[src/hdl/utrb_pkg.sv]
// ----------------------------------------------------------------------------
// UART ring buffer engine package
// Shared types, constants and pointer helpers for the transmit and receive
// rings, the controller and the datapath.
// ----------------------------------------------------------------------------
package utrb_pkg;

  // Ring geometry
  localparam int unsigned TX_DEPTH = 4096;
  localparam int unsigned RX_DEPTH = 256;
  localparam int unsigned TX_AW    = $clog2(TX_DEPTH);
  localparam int unsigned RX_AW    = $clog2(RX_DEPTH);
  localparam int unsigned TX_PW    = $clog2(2 * TX_DEPTH);
  localparam int unsigned RX_PW    = $clog2(2 * RX_DEPTH);

  // Fixed field widths
  localparam int unsigned DATA_W = 8;
  localparam int unsigned LEN_W  = 12;
  localparam int unsigned TXF_W  = 12;
  localparam int unsigned RXF_W  = 8;

  typedef logic [TX_PW-1:0]  tx_ptr_t;
  typedef logic [RX_PW-1:0]  rx_ptr_t;
  typedef logic [TX_AW-1:0]  tx_idx_t;
  typedef logic [RX_AW-1:0]  rx_idx_t;
  typedef logic [DATA_W-1:0] byte_t;
  typedef logic [LEN_W-1:0]  len_t;

  typedef enum logic [1:0] {
    OP_PUSH  = 2'd0,
    OP_POP   = 2'd1,
    OP_LINE  = 2'd2,
    OP_READY = 2'd3
  } op_e;

  // Commands from the controller to the datapath
  typedef struct packed {
    logic load;     // first push item: reopen the message
    logic store;    // write one transmit byte at the pending pointer
    logic commit;   // publish the pending pointer, raise the request flag
    logic req_clr;  // drop the request flag
    logic tx_rd;    // read and release the oldest transmit byte
    logic rx_rd;    // read and release the oldest receive byte
    logic rx_wr;    // store a line byte
  } cmd_t;

  // Status from the datapath to the controller
  typedef struct packed {
    logic fit;      // offered length fits the free space
    logic len_nz;   // offered length is not zero
    logic open;     // an admitted message is open
    logic rem_nz;   // open message still expects bytes
    logic tx_empty;
    logic rx_empty;
    logic rx_full;
    logic req;
  } stat_t;

  // Read data selection for the response cycle
  typedef struct packed {
    logic sel_tx;
    logic sel_rx;
  } resp_t;

  localparam tx_ptr_t                TX_LAST = TX_PW'(2 * TX_DEPTH - 1);
  localparam tx_ptr_t                TX_DP   = TX_PW'(TX_DEPTH);
  localparam logic [TX_PW:0]         TX_SPAN = (TX_PW + 1)'(2 * TX_DEPTH);
  localparam rx_ptr_t                RX_LAST = RX_PW'(2 * RX_DEPTH - 1);
  localparam rx_ptr_t                RX_DP   = RX_PW'(RX_DEPTH);
  localparam logic [RX_PW:0]         RX_SPAN = (RX_PW + 1)'(2 * RX_DEPTH);

  function automatic tx_ptr_t tx_inc(input tx_ptr_t p);
    return (p == TX_LAST) ? '0 : p + 1'b1;
  endfunction

  function automatic tx_idx_t tx_idx(input tx_ptr_t p);
    tx_ptr_t r;
    r = (p >= TX_DP) ? p - TX_DP : p;
    return r[TX_AW-1:0];
  endfunction

  function automatic tx_ptr_t tx_used(input tx_ptr_t h, input tx_ptr_t t);
    logic [TX_PW:0] s;
    s = {1'b0, h} + TX_SPAN - {1'b0, t};
    return (h >= t) ? h - t : s[TX_PW-1:0];
  endfunction

  function automatic rx_ptr_t rx_inc(input rx_ptr_t p);
    return (p == RX_LAST) ? '0 : p + 1'b1;
  endfunction

  function automatic rx_idx_t rx_idx(input rx_ptr_t p);
    rx_ptr_t r;
    r = (p >= RX_DP) ? p - RX_DP : p;
    return r[RX_AW-1:0];
  endfunction

  function automatic rx_ptr_t rx_used(input rx_ptr_t h, input rx_ptr_t t);
    logic [RX_PW:0] s;
    s = {1'b0, h} + RX_SPAN - {1'b0, t};
    return (h >= t) ? h - t : s[RX_PW-1:0];
  endfunction

endpackage

[src/hdl/utrb_ctrl.sv]
// ----------------------------------------------------------------------------
// UART ring buffer controller
// Decodes each accepted transaction into datapath commands and times the
// one-cycle result strobe.
// ----------------------------------------------------------------------------
module utrb_ctrl (
  input  logic             clk_i,
  input  logic             rst_ni,
  input  logic             accept_i,
  input  utrb_pkg::op_e    opcode_i,
  input  logic             first_i,
  input  logic             last_i,
  input  utrb_pkg::stat_t  stat_i,
  output utrb_pkg::cmd_t   cmd_o,
  output utrb_pkg::resp_t  resp_o,
  output logic             strobe_o,
  output logic             success_o,
  output logic             send_valid_o
);
  import utrb_pkg::*;

  typedef enum logic [1:0] {
    ST_IDLE = 2'b01,
    ST_RESP = 2'b10
  } state_e;

  state_e state_q, state_d;
  logic   success_q, success_d;
  logic   send_q, send_d;
  resp_t  resp_q, resp_d;
  logic   admitted;
  logic   rem_nz;

  // Effective admission and remaining count, as seen after a first item
  assign admitted = first_i ? stat_i.fit : stat_i.open;
  assign rem_nz   = first_i ? (stat_i.fit & stat_i.len_nz) : stat_i.rem_nz;

  always_comb begin
    cmd_o     = '0;
    success_d = 1'b0;
    send_d    = 1'b0;
    resp_d    = '0;
    if (accept_i) begin
      unique case (opcode_i)
        OP_PUSH: begin
          cmd_o.load = first_i;
          if (admitted) begin
            success_d    = 1'b1;
            cmd_o.store  = rem_nz;
            cmd_o.commit = last_i;
          end
        end
        OP_POP: begin
          if (!stat_i.rx_empty) begin
            cmd_o.rx_rd   = 1'b1;
            success_d     = 1'b1;
            resp_d.sel_rx = 1'b1;
          end
        end
        OP_LINE: begin
          if (!stat_i.rx_full) begin
            cmd_o.rx_wr = 1'b1;
            success_d   = 1'b1;
          end
        end
        OP_READY: begin
          if (stat_i.req) begin
            if (stat_i.tx_empty) begin
              cmd_o.req_clr = 1'b1;
            end else begin
              cmd_o.tx_rd   = 1'b1;
              success_d     = 1'b1;
              send_d        = 1'b1;
              resp_d.sel_tx = 1'b1;
            end
          end
        end
        default: begin
        end
      endcase
    end
  end

  always_comb begin
    state_d = accept_i ? ST_RESP : ST_IDLE;
  end

  always_ff @(posedge clk_i or negedge rst_ni) begin
    if (!rst_ni) begin
      state_q   <= ST_IDLE;
      success_q <= 1'b0;
      send_q    <= 1'b0;
      resp_q    <= '0;
    end else begin
      state_q   <= state_d;
      success_q <= success_d;
      send_q    <= send_d;
      resp_q    <= resp_d;
    end
  end

  assign strobe_o     = (state_q == ST_RESP);
  assign success_o    = success_q;
  assign send_valid_o = send_q;
  assign resp_o       = resp_q;

endmodule

[config.mk]
export PLATFORM = sky130hd
export DESIGN_NAME = utrb_ctrl
export DESIGN_NICKNAME = d
export VERILOG_FILES = /design/src/hdl/utrb_pkg.sv /design/src/hdl/utrb_ctrl.sv
export SDC_FILE = /design/constraint.sdc
export NUM_CORES = 1
export LEC_CHECK = 0
export BUFFER_PORTS_ARGS = -buffer_cell sky130_fd_sc_hd__buf_2
export CORE_AREA = 2 2 39 41
export DETAILED_ROUTE_END_ITERATION = 10
export DIE_AREA = 0 0 41 43
export GPL_ROUTABILITY_DRIVEN = 0
export MAX_ROUTING_LAYER = met4
export PLACE_DENSITY = 0.61
export SLEW_MARGIN = 30
export SYNTH_ARGS = -nofsm -noshare
export SYNTH_HDL_FRONTEND = slang
export SYNTH_SLANG_ARGS = --single-unit
[constraint.sdc]
create_clock -name clk_i -period 1.05 [get_ports clk_i]
set_input_delay 0.105 -clock clk_i [delete_from_list [all_inputs] [get_ports clk_i]]
set_output_delay 0.105 -clock clk_i [all_outputs]
set_load 0.005 [all_outputs]
==> results of run 1 <==
[worst max path at each step]
stage | startpoint | endpoint | slack [ns] | cells past startpoint
final | opcode_i[1] | cmd_o[5] | -0.01 | 4
after CTS | opcode_i[1] | cmd_o[5] | -0.02 | 4
after detailed placement | first_i | cmd_o[5] | -0.04 | 5
after global routing | first_i | cmd_o[4] | -0.04 | 5
after floorplan | opcode_i[1] | cmd_o[5] | 0.19 | 2
after global placement | opcode_i[1] | cmd_o[5] | -0.03 | 4
[where the power goes]
group	internal, mW	total [mW]	leakage, nW	switching, mW
Clock	0.143	0.215	0.0150	0.0720
Sequential	0.203	0.205	0.0628	0.00158
Combinational	0.0630	0.102	0.211	0.0386
[final cells by class]
type / count / area [µm²] / share of cell area [%]
Clock buffer: 4 / 26.3 / 5.25
Multi-Input combinational cell: 15 / 111 / 22.3
Tap cell: 16 / 20.0 / 4.00
Inverter: 3 / 11.3 / 2.25
Timing Repair Buffer: 34 / 205 / 41.0
Sequential cell: 5 / 126 / 25.2
[logic make-up after synthesis]
kind of cell	Yosys count
flip-flops	5
AO/OA/AOI/OAI	2
AND/OR/NAND/NOR	12
buffers and inverters	5
multiplexers	1
[cells in the mapped netlist, drive strengths merged]
library cell / instances
buf: 2
nor2b: 1
or4: 1
mux2i: 1
inv: 3
nand3: 1
dfrtp: 4
nor4b: 1
o211ai: 1
nand2b: 1
nand4: 1
nor2: 4
nor4bb: 2
dfstp: 1
a21oi: 1
[through the flow]
stage | TNS [ns] | instance area [µm²] | util, % | setup WS, ns | hold WS (ns)
2_1_floorplan | 0 | 258 | - | 0.186 | -0.191
5_1_grt | -0.0754 | 500 | 36.2 | -0.0401 | 0.0696
6_report | -0.0120 | 500 | 36.2 | -0.0120 | 0.0660
3_5_place_dp | -0.0620 | 438 | 31.6 | -0.0393 | -0.0810
4_1_cts | -0.0409 | 487 | 35.2 | -0.0221 | 0.0601
3_3_place_gp | -0.0500 | 438 | 31.6 | -0.0288 | -0.0815
[metal layers]
metal  GRT usage [%]  part of all wire, %
met5               -                    0
met4            8.00                    0
met3            3.14                  9.5
met2            12.5                   52
met1            9.21                   39
[sequential cells by signal, indices dropped and copies added, names as in the netlist]
name	cells
resp_o	2
success_o	1
state_q	2
[timing repair]
| action | CTS | global route |
|---|---|---|
| endpoints found under the setup margin | 2 | 3 |
| endpoints found under the hold margin | 5 | 0 |
| setup buffers | 0 | 1 |
| pin swaps | 1 | 1 |
| hold buffers | 1 | 0 |
| resized for setup | 2 | 1 |
==> metrics, run 1 <==
fin crit share=101%; worst ir drop on vdd=0.000289 V; CP required=around 0.94 ns; Worst Setup End Kind=output port; Syn Area/Cell=about 10 µm²; setup ws final=-0.0120 ns; CP cell instances=buf_6 > or4_4 > a21oi_2 > buf_2; Worst Max-Slew Pin Slew=0.288 ns; clk sink count=5; Final Hold Fails=0; max_cap viols=0; Hold/Removal Path Class=in -> reg; H-tree depth reported by CTS=1; I/O pin count=27; row cnt=14; largest family of logic cells by synthesized area=simple AND/OR/NAND/NOR gates; die height=43 µm; antenna fix cells=0; most frequent cells in the layout=buf_2 (24), buf_4 (7), nor2_1 (4), dfrtp_1 (4); number of fill cells=158; commonest non-fill, non-tap cell in the layout=buf_2; RSZ-0062 raised after global routing=yes; global-route wire length before repair=1000 µm; Synth-to-Final Area Change=94.2%; Max transition margin=80.5%; Power Total=around 0.52 mW; maximum clock insertion buffer count=2; grt ovf=0; simple-gate portion of the synthesized area=between 30 and 40%; kind of critical path=in -> out; yosys synthesis warning count=0; Mapped Area=about 260 µm²; antenna viol nets, final=0; WHS Path Cells=2; Tot GR Track Use=under 10%; Avg WL per Cell=8.47 µm; CP Max Fanout=3; Adder-Cell Fraction of Synth Area=0%; WP buf/inv=2; WP data arrival=0.96 ns; antenna violations before repair=0; Synth cell types=15; Final setup viols=1; Synth Register Bits=5; DR vias=304; drt pass-1 iters=2; hold path start=stat_i[3]; hpwl dp=561 µm; CTS buffer count=3; CTS tree=built; initial drt markers=2; share of layout cells above drive strength 1=65.6%; Synth Area in XOR/XNOR=0%; Syn Inst Count=25; CP startpoint kind=input pin; worst hold endpoint=resp_o[1]$_DFF_PN0_; CORE AREA=1380 µm²; CTS root buf=clkbuf_4; via/cell ratio=3.95; # DRC=0; CP max-delay cell=or4_4; vias in the first global route=271; fin nets=77; Final Non-Filler Cells=77; fmax=942 MHz; Slew Viols, Final=0; sequential fraction of the synthesis area=49.0%; die area=1760 µm²; outcome=finished with violations; pin count of the biggest net entering global routing=6; clock transition at the registers of the reported paths=about 0.040 ns; minimum clock period=1.06 ns; buffers added on ports=26; Horiz. Die Dim=41 µm; top cells by area, synth=dfrtp_1 (39%), dfstp_2 (10%), nor4bb_1 (7.8%); Compound-Gate Fraction of Synth Area=6.31%; mux cell area share after synthesis=3.88%; Yosys top cell area share=38.8%; Critical Path Max Stage Delay=about 0.54 ns; Final Routed Wirelength=between 600 and 700 µm; leading area contributor after synthesis=dfrtp_1; Leak=0.288 nW; Starting Density=around a fifth; Pwr Density=roughly 1000 nW/µm²; Placed Cells=71; failing checks=negative setup slack; crit-path leading delay family=simple AND/OR/NAND/NOR gates; syn_nets=40
Note: power is estimated with default switching activity, not from simulation.
==> run 2: changes to the inputs <==
--- a/config.mk
+++ b/config.mk
@@ -12,6 +12,7 @@
 export GPL_ROUTABILITY_DRIVEN = 0
 export MAX_ROUTING_LAYER = met4
 export PLACE_DENSITY = 0.61
+export RECOVER_POWER = 100
 export SLEW_MARGIN = 30
 export SYNTH_ARGS = -nofsm -noshare
 export SYNTH_HDL_FRONTEND = slang
==> constraint.sdc (replaced) <==
create_clock -name clk_i -period 1.05 [get_ports clk_i]
set_input_delay 0.0525 -clock clk_i [delete_from_list [all_inputs] [get_ports clk_i]]
set_output_delay 0.0525 -clock clk_i [all_outputs]
set_load 0.005 [all_outputs]
==> run 2 against run 1 <==
Compared with the run above:
- the run now ends clean
- die area unchanged
- utilization decreased by 3.7 points
- global-route usage increased by 0.62 points
- combinational power decreased by 16%
- power decreased by 3.0%
- critical path type unchanged
- critical endpoint unchanged
- largest power group unchanged
==> metrics, run 2 (synthesis gave the netlist of run 1 again) <==
outcome=completed; worst ir drop on vdd=0.000316 V; dpl cell area=a little over 400 µm²; Starting Density=18.6%; global-route wire length before repair=1070 µm; number of fill cells=163; Slew Viols, Final=0; Power Total=0.506 mW; share of layout cells above drive strength 1=45.6%; CTS buffer count=3; Avg WL per Cell=8.70 µm; Worst Max-Slew Pin Slew=0.502 ns; Max transition margin=66.1%; Final Hold Fails=0; clk sink count=5; row cnt=14; CTS tree=built; hold path start=stat_i[2]; initial drt markers=4; fmax=about 1000 MHz; CP required=1.00 ns; max_cap viols=0; CTS root buf=clkbuf_4; CORE AREA=1380 µm²; buffers added on ports=26; area of the multi-input gates=105 µm²; fin crit share=between 90% and 100%; FF+latch area=126 µm²; grt ovf=0; drt pass-1 iters=3; CP Max Fanout=5; maximum clock insertion buffer count=2; hold_ws=about 0.0083 ns; Synth-to-Final Area Change=74.3%; CP startpoint kind=input pin; minimum clock period=0.989 ns; Final setup viols=0; Worst Setup End Kind=output port; via/cell ratio=3.93; I/O pin count=27; Hold/Removal Path Class=in -> reg; antenna violations before repair=0; pin count of the biggest net entering global routing=6; antenna fix cells=0; kind of critical path=in -> out; H-tree depth reported by CTS=1; hpwl dp=approximately 530 µm; Pwr Density=1130 nW/µm²; WP data arrival=0.94 ns; DR vias=287; Leak=around 0.23 nW; Final Routed Wirelength=635 µm; critical path startpoint=accept_i; fin nets=73; dpl ws=0.0377 ns; setup TNS=0 ns; die height=43 µm; # DRC=0; setup ws final=~0.061 ns; most frequent cells in the layout=buf_2 (15), clkbuf_1 (10), nor2_1 (4), dfrtp_1 (4), clkbuf_4 (3); postcts setup bufs=0; final instance area=449 µm²; Tot GR Track Use=9.53%; die area=1760 µm²; clock transition at the registers of the reported paths=0.04 ns; commonest non-fill, non-tap cell in the layout=buf_2; RSZ-0062 raised after global routing=no; Horiz. Die Dim=41 µm; antenna viol nets, final=0; vias in the first global route=266
run 2: final cells by class:
type / count / area share (%)
clock buffers: 4 / 5.85
inverters: 3 / 2.51
flip-flops and latches: 5 / 28.1
repair buffers: 30 / 35.7
well taps: 16 / 4.46
multi-input cells: 15 / 23.4
run 2: worst paths after layout:
path                       slack [ns]                    to  cells past startpoint
max                              0.06              cmd_o[5]                      5
min                             0.008   resp_o[0]$_DFF_PN0_                      2
max in group asynchronous        0.60  state_q[0]$_DFF_PN1_                      2
min in group asynchronous        0.19   resp_o[0]$_DFF_PN0_                      2
run 2: critical path: stages:
cell     delay [ns]
buf_6          0.08
inv_2          0.03
or4_4          0.54
a21oi_2        0.11
buf_2          0.12
run 2: timing repair:
action	4_1_cts	5_1_grt
endpoints found under the hold margin	7	0
setup endpoints to repair	0	1
hold buffers	2	0
resized for setup	0	3
run 2: power by group:
group | internal (mW) | switching [mW]
registers | 0.204 | 0.00172
logic | 0.0488 | 0.0368
clock network | 0.143 | 0.0718
run 2: metrics by stage:
step | util (%) | instances
2_1_floorplan | - | 25
3_3_place_gp | 29.5 | 67
3_5_place_dp | 29.5 | 67
4_1_cts | 32.8 | 73
5_1_grt | 32.5 | 73
6_report | 32.5 | 73
run 2: per-layer routing:
metal  global-route usage, %  vias up  share of wire [%]
met5                       -        -                  0
met4                    8.00        0                  0
met3                    3.14        0                9.9
met2                    12.2       15                 50
met1                    11.5      121                 40
li1                        -      151                  -
